--- config.mk ---
export PLATFORM = sky130hd
export DESIGN_NAME = block_cache_clean_dirty_lru
export DESIGN_NICKNAME = d
export VERILOG_FILES = /design/src/sv/bcdl_pkg.sv /design/src/sv/block_cache_clean_dirty_lru.sv /design/src/sv/bcdl_tag_store.sv /design/src/sv/bcdl_link_store.sv
export SDC_FILE = /design/constraint.sdc
export NUM_CORES = 2
export LEC_CHECK = 0
export BUFFER_PORTS_ARGS = -buffer_cell sky130_fd_sc_hd__buf_4
export CORE_ASPECT_RATIO = 0.5
export CORE_UTILIZATION = 60
export CTS_CLUSTER_SIZE = 8
export DETAILED_ROUTE_END_ITERATION = 8
export HOLD_SLACK_MARGIN = 0.08
export PLACE_DENSITY = 0.8
export SYNTH_ARGS = -nofsm -noshare
export SYNTH_HDL_FRONTEND = slang
export SYNTH_SLANG_ARGS = --single-unit
--- constraint.sdc ---
create_clock -name clock -period 15.77 [get_ports clock]
set_input_delay 3.154 -clock clock [delete_from_list [all_inputs] [get_ports clock]]
set_output_delay 3.154 -clock clock [all_outputs]
set_load 0.02 [all_outputs]
--- src/sv/bcdl_pkg.sv ---
// Package for the block cache tag and replacement controller.
// Holds the fixed field widths, operation, result and register codes and the tag record type.
// No dependencies.
package bcdl_pkg;

   localparam int OP_W        = 3;
   localparam int FILE_W      = 16;
   localparam int ADDR_W      = 32;
   localparam int KIND_W      = 3;
   localparam int SLOT_W      = 5;
   localparam int FREE_W      = 6;
   localparam int LEVEL_W     = 6;
   localparam int CSR_IDX_W   = 2;
   localparam int MAX_RESULTS = 33;

   localparam logic [OP_W-1:0] OP_READ        = 3'd0;
   localparam logic [OP_W-1:0] OP_WRITE       = 3'd1;
   localparam logic [OP_W-1:0] OP_ADD         = 3'd2;
   localparam logic [OP_W-1:0] OP_EVICT_BLOCK = 3'd3;
   localparam logic [OP_W-1:0] OP_EVICT_FILE  = 3'd4;
   localparam logic [OP_W-1:0] OP_FLUSH       = 3'd5;

   localparam logic [KIND_W-1:0] KIND_DONE          = 3'd0;
   localparam logic [KIND_W-1:0] KIND_WRITTEN_BACK  = 3'd1;
   localparam logic [KIND_W-1:0] KIND_RELEASED      = 3'd2;
   localparam logic [KIND_W-1:0] KIND_RELEASED_WB   = 3'd3;
   localparam logic [KIND_W-1:0] KIND_REFUSED       = 3'd4;

   localparam logic [CSR_IDX_W-1:0] CSR_START_LEVEL = 2'd0;
   localparam logic [CSR_IDX_W-1:0] CSR_STOP_LEVEL  = 2'd1;

   localparam logic [LEVEL_W-1:0] START_LEVEL_RESET = 6'd4;
   localparam logic [LEVEL_W-1:0] STOP_LEVEL_RESET  = 6'd6;

   typedef struct packed {
      logic [FILE_W-1:0] file;
      logic [ADDR_W-1:0] address;
   } tag_entry_type;

endpackage

--- src/sv/block_cache_clean_dirty_lru.sv ---
// Top level of the block cache tag and replacement controller.
// Depends on bcdl_pkg, bcdl_tag_store and bcdl_link_store.
//
// Usage. A request enters on the req_ channel (valid/stall) and carries an operation,
// a file id and a byte address. Each request yields one or more results on the rsp_
// channel; the final one of a request has rsp_last set. The block takes one request at
// a time and holds req_stall high until the final result has been placed in the output
// register. The csr_ channel writes the two release levels and is always ready; it is
// meant to be written while no request is in progress.
// Timing. Lookups walk the tag memory one slot per cycle through a single comparator;
// a hit ends the walk at its slot and a miss walks all ENTRIES slots, before any list
// work. Every result then passes the output stage, and each released or written-back
// block needs list updates. A file eviction walks both recency lists, and flush
// visits each dirty block in turn. The link memories, with one write port each, set
// the list update cost. When the receiver stalls, the result waits in the output
// register and the sequencer waits with the next one. After reset all slots are free,
// both lists are empty, the free stack holds every slot with the highest on top, and
// the levels are 4 and 6.
module block_cache_clean_dirty_lru import bcdl_pkg::*; #(
   parameter int ENTRIES     = 32,
   parameter int BLOCK_BYTES = 4096
) (
   input  logic                 clock,
   input  logic                 reset,
   input  logic                 req_valid,
   output logic                 req_stall,
   input  logic [OP_W-1:0]      req_op,
   input  logic [FILE_W-1:0]    req_file_id,
   input  logic [ADDR_W-1:0]    req_block_address,
   output logic                 rsp_valid,
   input  logic                 rsp_stall,
   output logic [KIND_W-1:0]    rsp_kind,
   output logic                 rsp_found,
   output logic [SLOT_W-1:0]    rsp_slot,
   output logic [FILE_W-1:0]    rsp_out_file,
   output logic [ADDR_W-1:0]    rsp_out_address,
   output logic [FREE_W-1:0]    rsp_free_slots,
   output logic                 rsp_last,
   input  logic                 csr_valid,
   output logic                 csr_ready,
   input  logic [CSR_IDX_W-1:0] csr_index,
   input  logic [LEVEL_W-1:0]   csr_data
);

   localparam int IW     = $clog2(ENTRIES);
   localparam int PW     = IW + 1;
   localparam int CW     = $clog2(ENTRIES + 1);
   localparam int CMP_W  = LEVEL_W + 2;
   localparam int CNT_W  = $clog2(MAX_RESULTS);
   localparam logic [PW-1:0]     NIL       = PW'(ENTRIES);
   localparam logic [CW-1:0]     FULL      = CW'(ENTRIES);
   localparam logic [CNT_W-1:0]  CNT_LIMIT = CNT_W'(MAX_RESULTS - 1);
   localparam logic [ADDR_W-1:0] ADDR_MASK = ~(ADDR_W'(BLOCK_BYTES - 1));

   typedef enum logic [3:0] {
      ST_IDLE, ST_SEARCH, ST_ADD, ST_HIT_UNLINK, ST_HIT_PUSH, ST_HARVEST,
      ST_RELEASE, ST_WALK_FETCH, ST_WALK_TEST, ST_WALK_NEXT, ST_FLUSH_CHECK,
      ST_FLUSH_MOVE, ST_EMIT
   } state_type;

   state_type state_ff, state_in, ret_ff, ret_in;

   logic [OP_W-1:0]     op_ff, op_in;
   logic [FILE_W-1:0]   file_ff, file_in;
   logic [ADDR_W-1:0]   addr_ff, addr_in;
   logic [PW-1:0]       cur_ff, cur_in, nxt_ff, nxt_in;
   logic                phase_ff, phase_in, any_ff, any_in;
   logic [PW-1:0]       cmru_ff, cmru_in, clru_ff, clru_in;
   logic [PW-1:0]       dmru_ff, dmru_in, dlru_ff, dlru_in;
   logic [CW-1:0]       fc_ff, fc_in, low_ff, low_in;
   logic [LEVEL_W-1:0]  start_ff, start_in, stop_ff, stop_in;
   logic [ENTRIES-1:0]  valid_ff, valid_in, dirty_ff, dirty_in;
   logic [CNT_W-1:0]    cnt_ff, cnt_in;

   logic [KIND_W-1:0]   res_kind_ff, res_kind_in;
   logic                res_found_ff, res_found_in, res_last_ff, res_last_in;
   logic [SLOT_W-1:0]   res_slot_ff, res_slot_in;
   logic [FILE_W-1:0]   res_file_ff, res_file_in;
   logic [ADDR_W-1:0]   res_addr_ff, res_addr_in;

   logic                rsp_valid_ff, rsp_valid_in;
   logic [KIND_W-1:0]   rsp_kind_ff, rsp_kind_in;
   logic                rsp_found_ff, rsp_found_in, rsp_last_ff, rsp_last_in;
   logic [SLOT_W-1:0]   rsp_slot_ff, rsp_slot_in;
   logic [FILE_W-1:0]   rsp_file_ff, rsp_file_in;
   logic [ADDR_W-1:0]   rsp_addr_ff, rsp_addr_in;
   logic [FREE_W-1:0]   rsp_free_ff, rsp_free_in;

   // Memory ports.
   logic [IW-1:0]  rd_idx, ci;
   tag_entry_type  tag_q, tag_wd, key;
   logic           tag_we, key_match, file_match;
   logic [IW-1:0]  up_q, dn_q, up_wa, up_wd, dn_wa, dn_wd;
   logic           up_we, dn_we;
   logic [IW-1:0]  stack_mem [ENTRIES];
   logic [IW-1:0]  stack_q, stack_wa, stack_wd, stack_ra;
   logic           stack_we;

   // Unlink of the current slot from the list its dirty bit names.
   logic           cur_dirty;
   logic [PW-1:0]  l_mru, l_lru, unl_up, unl_dn;
   logic [PW-1:0]  clru_after, dlru_after;
   logic [CW-1:0]  fc_up, fc_dn, pop_pos;
   logic [IW-1:0]  popped;
   logic           harvest_more, add_last, rel_last, out_free, suppress;

   assign ci        = cur_ff[IW-1:0];
   assign cur_dirty = dirty_ff[ci];
   assign l_mru     = cur_dirty ? dmru_ff : cmru_ff;
   assign l_lru     = cur_dirty ? dlru_ff : clru_ff;
   assign unl_up    = (cur_ff == l_mru) ? NIL : {1'b0, up_q};
   assign unl_dn    = (cur_ff == l_lru) ? NIL : {1'b0, dn_q};
   assign clru_after = (!cur_dirty && unl_dn == NIL) ? unl_up : clru_ff;
   assign dlru_after = (cur_dirty && unl_dn == NIL) ? unl_up : dlru_ff;

   assign fc_up   = (fc_ff < FULL) ? fc_ff + 1'b1 : fc_ff;
   assign fc_dn   = fc_ff - 1'b1;
   assign pop_pos = fc_dn;
   // Stack positions below the low-water mark were never written since reset.
   assign popped  = (pop_pos < low_ff) ? pop_pos[IW-1:0] : stack_q;

   assign add_last = !((CMP_W'(fc_dn) <= CMP_W'(start_ff)) &&
                       (CMP_W'(fc_dn) < CMP_W'(stop_ff)));
   assign harvest_more = (CMP_W'(fc_up) < CMP_W'(stop_ff)) &&
                         ((clru_after != NIL) || (dlru_after != NIL));
   assign rel_last = (op_ff == OP_ADD) ? !harvest_more : (op_ff == OP_EVICT_BLOCK);

   assign out_free = !rsp_valid_ff || !rsp_stall;
   assign suppress = (cnt_ff >= CNT_LIMIT) && !res_last_ff;

   assign rd_idx   = (cur_in == NIL) ? '0 : cur_in[IW-1:0];
   assign key      = '{file: file_ff, address: addr_ff};
   assign stack_ra = fc_dn[IW-1:0];

   always_ff @(posedge clock) begin
      if (stack_we) begin
         stack_mem[stack_wa] <= stack_wd;
      end
      stack_q <= stack_mem[stack_ra];
   end

   bcdl_tag_store #(.ENTRIES(ENTRIES)) u_tag (
      .clock      (clock),
      .rd_addr    (rd_idx),
      .rd_q       (tag_q),
      .wr_en      (tag_we),
      .wr_addr    (popped),
      .wr_data    (tag_wd),
      .key        (key),
      .key_match  (key_match),
      .file_match (file_match)
   );

   bcdl_link_store #(.ENTRIES(ENTRIES)) u_link (
      .clock   (clock),
      .rd_addr (rd_idx),
      .up_q    (up_q),
      .dn_q    (dn_q),
      .up_we   (up_we),
      .up_wa   (up_wa),
      .up_wd   (up_wd),
      .dn_we   (dn_we),
      .dn_wa   (dn_wa),
      .dn_wd   (dn_wd)
   );

   always_comb begin
      state_in = state_ff;  ret_in = ret_ff;
      op_in = op_ff;  file_in = file_ff;  addr_in = addr_ff;
      cur_in = cur_ff;  nxt_in = nxt_ff;  phase_in = phase_ff;  any_in = any_ff;
      cmru_in = cmru_ff;  clru_in = clru_ff;  dmru_in = dmru_ff;  dlru_in = dlru_ff;
      fc_in = fc_ff;  low_in = low_ff;  start_in = start_ff;  stop_in = stop_ff;
      valid_in = valid_ff;  dirty_in = dirty_ff;  cnt_in = cnt_ff;
      res_kind_in = res_kind_ff;  res_found_in = res_found_ff;  res_last_in = res_last_ff;
      res_slot_in = res_slot_ff;  res_file_in = res_file_ff;  res_addr_in = res_addr_ff;
      rsp_valid_in = rsp_valid_ff && rsp_stall;
      rsp_kind_in = rsp_kind_ff;  rsp_found_in = rsp_found_ff;  rsp_last_in = rsp_last_ff;
      rsp_slot_in = rsp_slot_ff;  rsp_file_in = rsp_file_ff;  rsp_addr_in = rsp_addr_ff;
      rsp_free_in = rsp_free_ff;
      tag_we = 1'b0;  tag_wd = key;
      up_we = 1'b0;  up_wa = '0;  up_wd = '0;
      dn_we = 1'b0;  dn_wa = '0;  dn_wd = '0;
      stack_we = 1'b0;  stack_wa = fc_ff[IW-1:0];  stack_wd = ci;

      if (csr_valid) begin
         case (csr_index)
            CSR_START_LEVEL: start_in = csr_data;
            CSR_STOP_LEVEL:  stop_in  = csr_data;
            default: ;
         endcase
      end

      case (state_ff)
         ST_IDLE: begin
            if (req_valid) begin
               op_in   = req_op;
               file_in = req_file_id;
               addr_in = req_block_address & ADDR_MASK;
               case (req_op)
                  OP_READ, OP_WRITE, OP_ADD, OP_EVICT_BLOCK: begin
                     cur_in   = '0;
                     state_in = ST_SEARCH;
                  end
                  OP_EVICT_FILE: begin
                     phase_in = 1'b0;
                     any_in   = 1'b0;
                     cur_in   = dmru_ff;
                     state_in = ST_WALK_FETCH;
                  end
                  OP_FLUSH: state_in = ST_FLUSH_CHECK;
                  default: begin
                     res_kind_in = KIND_DONE;  res_found_in = 1'b0;  res_slot_in = '0;
                     res_file_in = req_file_id;
                     res_addr_in = req_block_address & ADDR_MASK;
                     res_last_in = 1'b1;  ret_in = ST_IDLE;  state_in = ST_EMIT;
                  end
               endcase
            end
         end

         ST_SEARCH: begin
            res_file_in = file_ff;  res_addr_in = addr_ff;  res_last_in = 1'b1;
            ret_in = ST_IDLE;
            if (valid_ff[ci] && key_match) begin
               case (op_ff)
                  OP_READ, OP_WRITE: state_in = ST_HIT_UNLINK;
                  OP_EVICT_BLOCK:    state_in = ST_RELEASE;
                  default: begin
                     res_kind_in = KIND_DONE;  res_found_in = 1'b1;
                     res_slot_in = SLOT_W'(ci);  state_in = ST_EMIT;
                  end
               endcase
            end else if (cur_ff == PW'(ENTRIES - 1)) begin
               res_found_in = 1'b0;  res_slot_in = '0;  res_kind_in = KIND_DONE;
               if (op_ff == OP_ADD && fc_ff != '0) begin
                  state_in = ST_ADD;
               end else begin
                  if (op_ff == OP_ADD) begin
                     res_kind_in = KIND_REFUSED;
                  end
                  state_in = ST_EMIT;
               end
            end else begin
               cur_in = cur_ff + 1'b1;
            end
         end

         ST_ADD: begin
            fc_in  = fc_dn;
            low_in = (fc_dn < low_ff) ? fc_dn : low_ff;
            valid_in[popped] = 1'b1;
            dirty_in[popped] = 1'b0;
            tag_we = 1'b1;
            dn_we = 1'b1;  dn_wa = popped;  dn_wd = cmru_ff[IW-1:0];
            if (cmru_ff != NIL) begin
               up_we = 1'b1;  up_wa = cmru_ff[IW-1:0];  up_wd = popped;
            end else begin
               clru_in = {1'b0, popped};
            end
            cmru_in = {1'b0, popped};
            res_kind_in = KIND_DONE;  res_found_in = 1'b1;  res_slot_in = SLOT_W'(popped);
            res_last_in = add_last;
            ret_in   = add_last ? ST_IDLE : ST_HARVEST;
            state_in = ST_EMIT;
         end

         ST_HIT_UNLINK: begin
            if (unl_up != NIL) begin
               dn_we = 1'b1;  dn_wa = unl_up[IW-1:0];  dn_wd = unl_dn[IW-1:0];
            end
            if (unl_dn != NIL) begin
               up_we = 1'b1;  up_wa = unl_dn[IW-1:0];  up_wd = unl_up[IW-1:0];
            end
            if (cur_dirty) begin
               if (unl_up == NIL) dmru_in = unl_dn;
               dlru_in = dlru_after;
            end else begin
               if (unl_up == NIL) cmru_in = unl_dn;
               clru_in = clru_after;
            end
            state_in = ST_HIT_PUSH;
         end

         ST_HIT_PUSH: begin
            dn_we = 1'b1;  dn_wa = ci;
            if (cur_dirty || op_ff == OP_WRITE) begin
               dirty_in[ci] = 1'b1;
               dn_wd = dmru_ff[IW-1:0];
               if (dmru_ff != NIL) begin
                  up_we = 1'b1;  up_wa = dmru_ff[IW-1:0];  up_wd = ci;
               end else begin
                  dlru_in = cur_ff;
               end
               dmru_in = cur_ff;
            end else begin
               dn_wd = cmru_ff[IW-1:0];
               if (cmru_ff != NIL) begin
                  up_we = 1'b1;  up_wa = cmru_ff[IW-1:0];  up_wd = ci;
               end else begin
                  clru_in = cur_ff;
               end
               cmru_in = cur_ff;
            end
            res_kind_in = KIND_DONE;  res_found_in = 1'b1;  res_slot_in = SLOT_W'(ci);
            res_last_in = 1'b1;  ret_in = ST_IDLE;  state_in = ST_EMIT;
         end

         ST_HARVEST: begin
            cur_in   = (clru_ff != NIL) ? clru_ff : dlru_ff;
            state_in = ST_RELEASE;
         end

         ST_RELEASE: begin
            if (unl_up != NIL) begin
               dn_we = 1'b1;  dn_wa = unl_up[IW-1:0];  dn_wd = unl_dn[IW-1:0];
            end
            if (unl_dn != NIL) begin
               up_we = 1'b1;  up_wa = unl_dn[IW-1:0];  up_wd = unl_up[IW-1:0];
            end
            if (cur_dirty) begin
               if (unl_up == NIL) dmru_in = unl_dn;
               dlru_in = dlru_after;
            end else begin
               if (unl_up == NIL) cmru_in = unl_dn;
               clru_in = clru_after;
            end
            valid_in[ci] = 1'b0;
            dirty_in[ci] = 1'b0;
            if (fc_ff < FULL) begin
               stack_we = 1'b1;
            end
            fc_in  = fc_up;
            any_in = 1'b1;
            res_kind_in  = cur_dirty ? KIND_RELEASED_WB : KIND_RELEASED;
            res_found_in = 1'b1;  res_slot_in = SLOT_W'(ci);
            res_file_in  = tag_q.file;  res_addr_in = tag_q.address;
            res_last_in  = rel_last;
            if (op_ff == OP_EVICT_FILE) begin
               ret_in = ST_WALK_NEXT;
            end else if (op_ff == OP_ADD && harvest_more) begin
               ret_in = ST_HARVEST;
            end else begin
               ret_in = ST_IDLE;
            end
            state_in = ST_EMIT;
         end

         ST_WALK_FETCH: begin
            if (cur_ff == NIL) begin
               if (!phase_ff) begin
                  phase_in = 1'b1;
                  cur_in   = cmru_ff;
               end else begin
                  res_kind_in = KIND_DONE;  res_found_in = any_ff;  res_slot_in = '0;
                  res_file_in = file_ff;  res_addr_in = '0;  res_last_in = 1'b1;
                  ret_in = ST_IDLE;  state_in = ST_EMIT;
               end
            end else begin
               state_in = ST_WALK_TEST;
            end
         end

         ST_WALK_TEST: begin
            nxt_in = (cur_ff == (phase_ff ? clru_ff : dlru_ff)) ? NIL : {1'b0, dn_q};
            if (file_match) begin
               state_in = ST_RELEASE;
            end else begin
               cur_in   = nxt_in;
               state_in = ST_WALK_FETCH;
            end
         end

         ST_WALK_NEXT: begin
            cur_in   = nxt_ff;
            state_in = ST_WALK_FETCH;
         end

         ST_FLUSH_CHECK: begin
            if (dlru_ff == NIL) begin
               res_kind_in = KIND_DONE;  res_found_in = 1'b0;  res_slot_in = '0;
               res_file_in = '0;  res_addr_in = '0;  res_last_in = 1'b1;
               ret_in = ST_IDLE;  state_in = ST_EMIT;
            end else begin
               cur_in   = dlru_ff;
               state_in = ST_FLUSH_MOVE;
            end
         end

         ST_FLUSH_MOVE: begin
            // The slot is the dirty LRU end, so only its MRU-side neighbour changes.
            dlru_in = unl_up;
            if (unl_up == NIL) dmru_in = NIL;
            dirty_in[ci] = 1'b0;
            dn_we = 1'b1;  dn_wa = ci;  dn_wd = cmru_ff[IW-1:0];
            if (cmru_ff != NIL) begin
               up_we = 1'b1;  up_wa = cmru_ff[IW-1:0];  up_wd = ci;
            end else begin
               clru_in = cur_ff;
            end
            cmru_in = cur_ff;
            res_kind_in = KIND_WRITTEN_BACK;  res_found_in = 1'b1;  res_slot_in = SLOT_W'(ci);
            res_file_in = tag_q.file;  res_addr_in = tag_q.address;  res_last_in = 1'b0;
            ret_in = ST_FLUSH_CHECK;  state_in = ST_EMIT;
         end

         ST_EMIT: begin
            if (out_free) begin
               // Past the result limit only the final result of a request is shown.
               if (!suppress) begin
                  rsp_valid_in = 1'b1;
                  rsp_kind_in  = res_kind_ff;  rsp_found_in = res_found_ff;
                  rsp_slot_in  = res_slot_ff;  rsp_file_in  = res_file_ff;
                  rsp_addr_in  = res_addr_ff;  rsp_last_in  = res_last_ff;
                  rsp_free_in  = FREE_W'(fc_ff);
               end
               if (res_last_ff) begin
                  cnt_in = '0;
               end else if (cnt_ff < CNT_LIMIT) begin
                  cnt_in = cnt_ff + 1'b1;
               end
               state_in = ret_ff;
            end
         end

         default: state_in = ST_IDLE;
      endcase
   end

   always_ff @(posedge clock) begin
      if (reset) begin
         state_ff <= ST_IDLE;  ret_ff <= ST_IDLE;
         cmru_ff <= NIL;  clru_ff <= NIL;  dmru_ff <= NIL;  dlru_ff <= NIL;
         fc_ff <= FULL;  low_ff <= FULL;
         start_ff <= START_LEVEL_RESET;  stop_ff <= STOP_LEVEL_RESET;
         valid_ff <= '0;  dirty_ff <= '0;  cnt_ff <= '0;
         rsp_valid_ff <= 1'b0;
         phase_ff <= 1'b0;  any_ff <= 1'b0;
      end else begin
         state_ff <= state_in;  ret_ff <= ret_in;
         cmru_ff <= cmru_in;  clru_ff <= clru_in;  dmru_ff <= dmru_in;  dlru_ff <= dlru_in;
         fc_ff <= fc_in;  low_ff <= low_in;
         start_ff <= start_in;  stop_ff <= stop_in;
         valid_ff <= valid_in;  dirty_ff <= dirty_in;  cnt_ff <= cnt_in;
         rsp_valid_ff <= rsp_valid_in;
         phase_ff <= phase_in;  any_ff <= any_in;
      end
      op_ff <= op_in;  file_ff <= file_in;  addr_ff <= addr_in;
      cur_ff <= cur_in;  nxt_ff <= nxt_in;
      res_kind_ff <= res_kind_in;  res_found_ff <= res_found_in;  res_last_ff <= res_last_in;
      res_slot_ff <= res_slot_in;  res_file_ff <= res_file_in;  res_addr_ff <= res_addr_in;
      rsp_kind_ff <= rsp_kind_in;  rsp_found_ff <= rsp_found_in;  rsp_last_ff <= rsp_last_in;
      rsp_slot_ff <= rsp_slot_in;  rsp_file_ff <= rsp_file_in;  rsp_addr_ff <= rsp_addr_in;
      rsp_free_ff <= rsp_free_in;
   end

   assign req_stall       = (state_ff != ST_IDLE);
   assign csr_ready       = 1'b1;
   assign rsp_valid       = rsp_valid_ff;
   assign rsp_kind        = rsp_kind_ff;
   assign rsp_found       = rsp_found_ff;
   assign rsp_slot        = rsp_slot_ff;
   assign rsp_out_file    = rsp_file_ff;
   assign rsp_out_address = rsp_addr_ff;
   assign rsp_free_slots  = rsp_free_ff;
   assign rsp_last        = rsp_last_ff;

   // Every slot is either valid or on the free stack.
   a_slot_balance: assert property (@(posedge clock) disable iff (reset)
      ($countones(valid_ff) + int'(fc_ff)) == ENTRIES)
      else $error("valid slots and free count disagree");

   // The two ends of each recency list are empty together.
   a_clean_ends: assert property (@(posedge clock) disable iff (reset)
      (clru_ff == NIL) == (cmru_ff == NIL))
      else $error("clean list ends inconsistent");

   a_dirty_ends: assert property (@(posedge clock) disable iff (reset)
      (dlru_ff == NIL) == (dmru_ff == NIL))
      else $error("dirty list ends inconsistent");

   // A dirty slot is always a valid one.
   a_dirty_valid: assert property (@(posedge clock) disable iff (reset)
      (dirty_ff & ~valid_ff) == '0)
      else $error("dirty bit set on a free slot");

endmodule

--- src/sv/bcdl_tag_store.sv ---
// Tag memory of the block cache with its shared key comparator.
// Depends on bcdl_pkg for the tag record type.
module bcdl_tag_store import bcdl_pkg::*; #(
   parameter int ENTRIES = 32
) (
   input  logic                       clock,
   input  logic [$clog2(ENTRIES)-1:0] rd_addr,
   output tag_entry_type              rd_q,
   input  logic                       wr_en,
   input  logic [$clog2(ENTRIES)-1:0] wr_addr,
   input  tag_entry_type              wr_data,
   input  tag_entry_type              key,
   output logic                       key_match,
   output logic                       file_match
);

   tag_entry_type mem [ENTRIES];

   always_ff @(posedge clock) begin
      if (wr_en) begin
         mem[wr_addr] <= wr_data;
      end
      rd_q <= mem[rd_addr];
   end

   // One comparator serves the search and the file walk alike.
   assign file_match = (rd_q.file == key.file);
   assign key_match  = file_match && (rd_q.address == key.address);

endmodule

--- src/sv/bcdl_link_store.sv ---
// Recency link memories: towards-MRU and towards-LRU neighbour of every slot.
// Depends on bcdl_pkg only by convention; widths follow from ENTRIES.
module bcdl_link_store import bcdl_pkg::*; #(
   parameter int ENTRIES = 32
) (
   input  logic                       clock,
   input  logic [$clog2(ENTRIES)-1:0] rd_addr,
   output logic [$clog2(ENTRIES)-1:0] up_q,
   output logic [$clog2(ENTRIES)-1:0] dn_q,
   input  logic                       up_we,
   input  logic [$clog2(ENTRIES)-1:0] up_wa,
   input  logic [$clog2(ENTRIES)-1:0] up_wd,
   input  logic                       dn_we,
   input  logic [$clog2(ENTRIES)-1:0] dn_wa,
   input  logic [$clog2(ENTRIES)-1:0] dn_wd
);

   localparam int IW = $clog2(ENTRIES);

   logic [IW-1:0] up_mem [ENTRIES];
   logic [IW-1:0] dn_mem [ENTRIES];

   always_ff @(posedge clock) begin
      if (up_we) begin
         up_mem[up_wa] <= up_wd;
      end
      up_q <= up_mem[rd_addr];
   end

   always_ff @(posedge clock) begin
      if (dn_we) begin
         dn_mem[dn_wa] <= dn_wd;
      end
      dn_q <= dn_mem[rd_addr];
   end

endmodule

==> flow_summary_export.csv <==
group,metric,value,unit
logic_synthesis,synth_top_area_share,66.80,%
critical_path,r2r_cells,13,
cts,cts_tree,"yes",
cts,htree_num_levels,5,
logic_synthesis,syn_inst,5611,
critical_path,rr_startpoint,"addr_ff[14]",
routing,antenna_left,0,
final_layout,layout_common_cells,"1775 x edfxtp_1, 885 x nand2_1, 299 x clkbuf_16",
cts,cts_root_buf,"clkbuf_16",
logic_synthesis,yosys_most_used_dff,"edfxtp_1",
global_route,antenna_found_initial,2,
placement,port_buffers,105,
final_layout,syn2layout_area_growth,13.15,%
critical_path,path_max_fanout,148,
hold_path,worstHoldPathType,"reg2reg",
global_route,top_usage_layer,"met2",
cts,numCtsBuffers,295,
critical_path,cp.required,16.46,ns
timing,max_freq,130.9,MHz
global_route,grt_use_met2,50.81,%
critical_path,worstSetupPathType,"in2reg",
timing,tns,0,ns
global_route,met3_usage,6.994,%
cts,hold_buffers,0,
floorplan,rows,94,
floorplan,ios,131,
outcome,violations,"design-rule violations",
global_route,overflow,0,
hold_path,hp-start,"res_addr_ff[22]",
timing,min_period,7.640,ns
logic_synthesis,yosysWarningCount,0,
floorplan,fp.coreArea,131700,um2
timing,max_slew_margin,11.40,%
placement,dp_hpwl,113600,um
final_layout,final_util,68.54,%
job,drv_cap,0,
floorplan,die_h,259.9,um
routing,route.detailed.drc,1,
cts,path_clk_slew,0.05,ns
logic_synthesis,synth_area_leaders,"edfxtp_1 67%, dfxtp_1 4.7%, nand2_1 4.2%",
timing,slew_viol_final,0,
logic_synthesis,netlist_area,79790,um2
timing,hold_ws,0.4140,ns
critical_path,setup.worst_path.start_class,"primary input",
logic_synthesis,yosysSeqAreaShare,71.47,%
pwr,vdd_drop_max,362.8,uV
routing,vias,52470,
critical_path,crit-reg2reg-capture,"u_link.up_q[0]",
final_layout,drive_gt1_share,12.33,%
timing,hold_viol_final,0,
cts,cts.sinks,1961,
cts,clkLatencyLatePin,0.90,ns
critical_path,reg2reg_slack,8.43,ns
critical_path,end_kind,"flip-flop",
hold_path,min_to,"rsp_out_address[22]",
logic_synthesis,synthArstFlopShare,0,%
routing,drt-total-wl,221200,um
pwr,p_leak,31.02,nW
final_layout,instances_no_fill,7688,
logic_synthesis,synth_edf_count,1775,
global_route,grt_use_met1,43.41,%
hold_path,hold-path-cell-count,0,
final_layout,final_nets,5846,
global_route,grt_pass1_wl,322400,um
global_route,grt_max_degree,196,
critical_path,cp.arrival,8.33,ns
floorplan,dieArea,134500,um2
placement,place.gp.congestion,0.9486,
logic_synthesis,yosys_register_bits,1961,
timing,fin_worst_skew,0.08615,ns
routing,first_pass_iters,9,
global_route,first_global_vias,51501,
logic_synthesis,synthDistinctLibCells,100,
placement,dp_cells,7229,
timing,finalSetupViolCount,0,
timing,tightestPinTransition,1.329,ns
routing,wl_per_cell,28.77,um
cts,clk_path_buf_depth,4,
outcome,status,"finished, violations left",
timing,grt_setup_unrepaired,"no",
timing,period_share,48.45,%
pwr,power_density,227.9,nW/um2
final_layout,nFillCells,8291,
routing,drtIter0Drc,8295,
logic_synthesis,syn-mean-instance-area,14.22,um2
logic_synthesis,synth.largest_area_cell,"edfxtp_1",
pwr,finalPower,20.57,mW
cts,post-cts-setup-buffers,0,
floorplan,die_x,517.7,um
final_layout,final_common_cell,"edfxtp_1",
floorplan,start_util,60.57,%
global_route,gr-usage-all-layers,32.31,%
cts,cts_resized,0,
routing,drt-vias-per-instance,6.825,
[cell usage after synthesis, drive strengths merged, types with 53 or more instances]
master,instances
buf,162
clkbuf,216
a32oi,230
and3,106
nor2,258
o221ai,53
dfxtp,186
nand3,146
nand4,64
a22oi,69
inv,103
a21oi,245
mux2i,270
a211oi,151
mux4,57
nand2,890
edfxtp,1775
o21ai,90
[flip-flops by register name, indices dropped and copies added, names as in the netlist, 32 cells and up]
| signal | cells |
|---|---|
| u_link.up_mem | 160 |
| u_tag.rd_q | 36 |
| valid_ff | 32 |
| u_link.dn_mem | 160 |
| dirty_ff | 32 |
| u_tag.mem | 1152 |
| stack_mem | 160 |
[per-layer routing]
metal  vias up  part of all wire [%]
met2      4062                    46
met1     25799                    36
li1      21925                     -
met3       682                    13
met5         -                 0.032
met4         2                   4.7
[logic make-up (layout without fill, tap and decap cells)]
family | Yosys count | count (layout) | share of synthesized area, %
flops | 1961 | 1961 | 71.47
simple gates | 1652 | 1652 | 9.395
compound gates | 1068 | 1068 | 9.901
buf+inv | 482 | 771 | 2.724
mux | 342 | 342 | 5.208
xor+xnor | 71 | 71 | 0.7794
fa+ha+maj | 33 | 33 | 0.5143
other cells | 2 | 14 | 0.009412
[critical path, cell delays in order]
cell       delay [ns]
buf_4            0.13
nor4_4           0.61
a32oi_1          0.14
nand4_1          0.20
a2111oi_0        0.10
mux2i_1          0.40
nand2_8          0.45
inv_8            0.90
buf_4            0.86
nand2_1          0.15
a32oi_1          0.26
nand4_1          0.24
a211oi_1         0.49
[how the worst max path moves through the flow]
stage | startpoint | endpoint | slack, ns | cells after the start
detailed placement | req_op[0] | u_tag.rd_q[30] | 7.45 | 15
CTS | req_op[0] | u_tag.rd_q[30] | 8.33 | 15
global route | req_op[0] | u_tag.rd_q[21] | 7.95 | 15
finish | req_op[0] | u_link.up_q[0] | 8.13 | 13
global placement | req_op[0] | u_link.up_q[2] | 7.50 | 13
floorplan | rsp_stall | cnt_ff[5] | 8.76 | 4
[cell type report]
| class | instances | area [um2] | share of cell area, % |
|---|---|---|---|
| flip-flops and latches | 1961 | 57030 | 63.17 |
| multi-input cells | 3179 | 20870 | 23.12 |
| clock buffers | 451 | 8053 | 8.919 |
| well taps | 1776 | 2222 | 2.461 |
| repair buffers | 209 | 1607 | 1.779 |
| inverters | 104 | 405.4 | 0.4490 |
| clock inverters | 7 | 90.09 | 0.09978 |
| diodes | 1 | 2.502 | 0.002772 |
[power breakdown]
group / switching, mW / internal, mW / total (mW)
Combinational: 5.52 / 2.52 / 8.04
Sequential: 0.473 / 6.46 / 6.93
Clock: 2.14 / 3.46 / 5.60
Total: 8.13 / 12.4 / 20.6
[stage by stage]
step | area [um2] | worst slack, ns
floorplan | 79830 | 8.763
global placement | 82140 | 7.500
detailed placement | 82140 | 7.449
CTS | 90280 | 8.332
global route | 90280 | 7.947
finish | 90280 | 8.130
(Power assumes the default switching activity.)
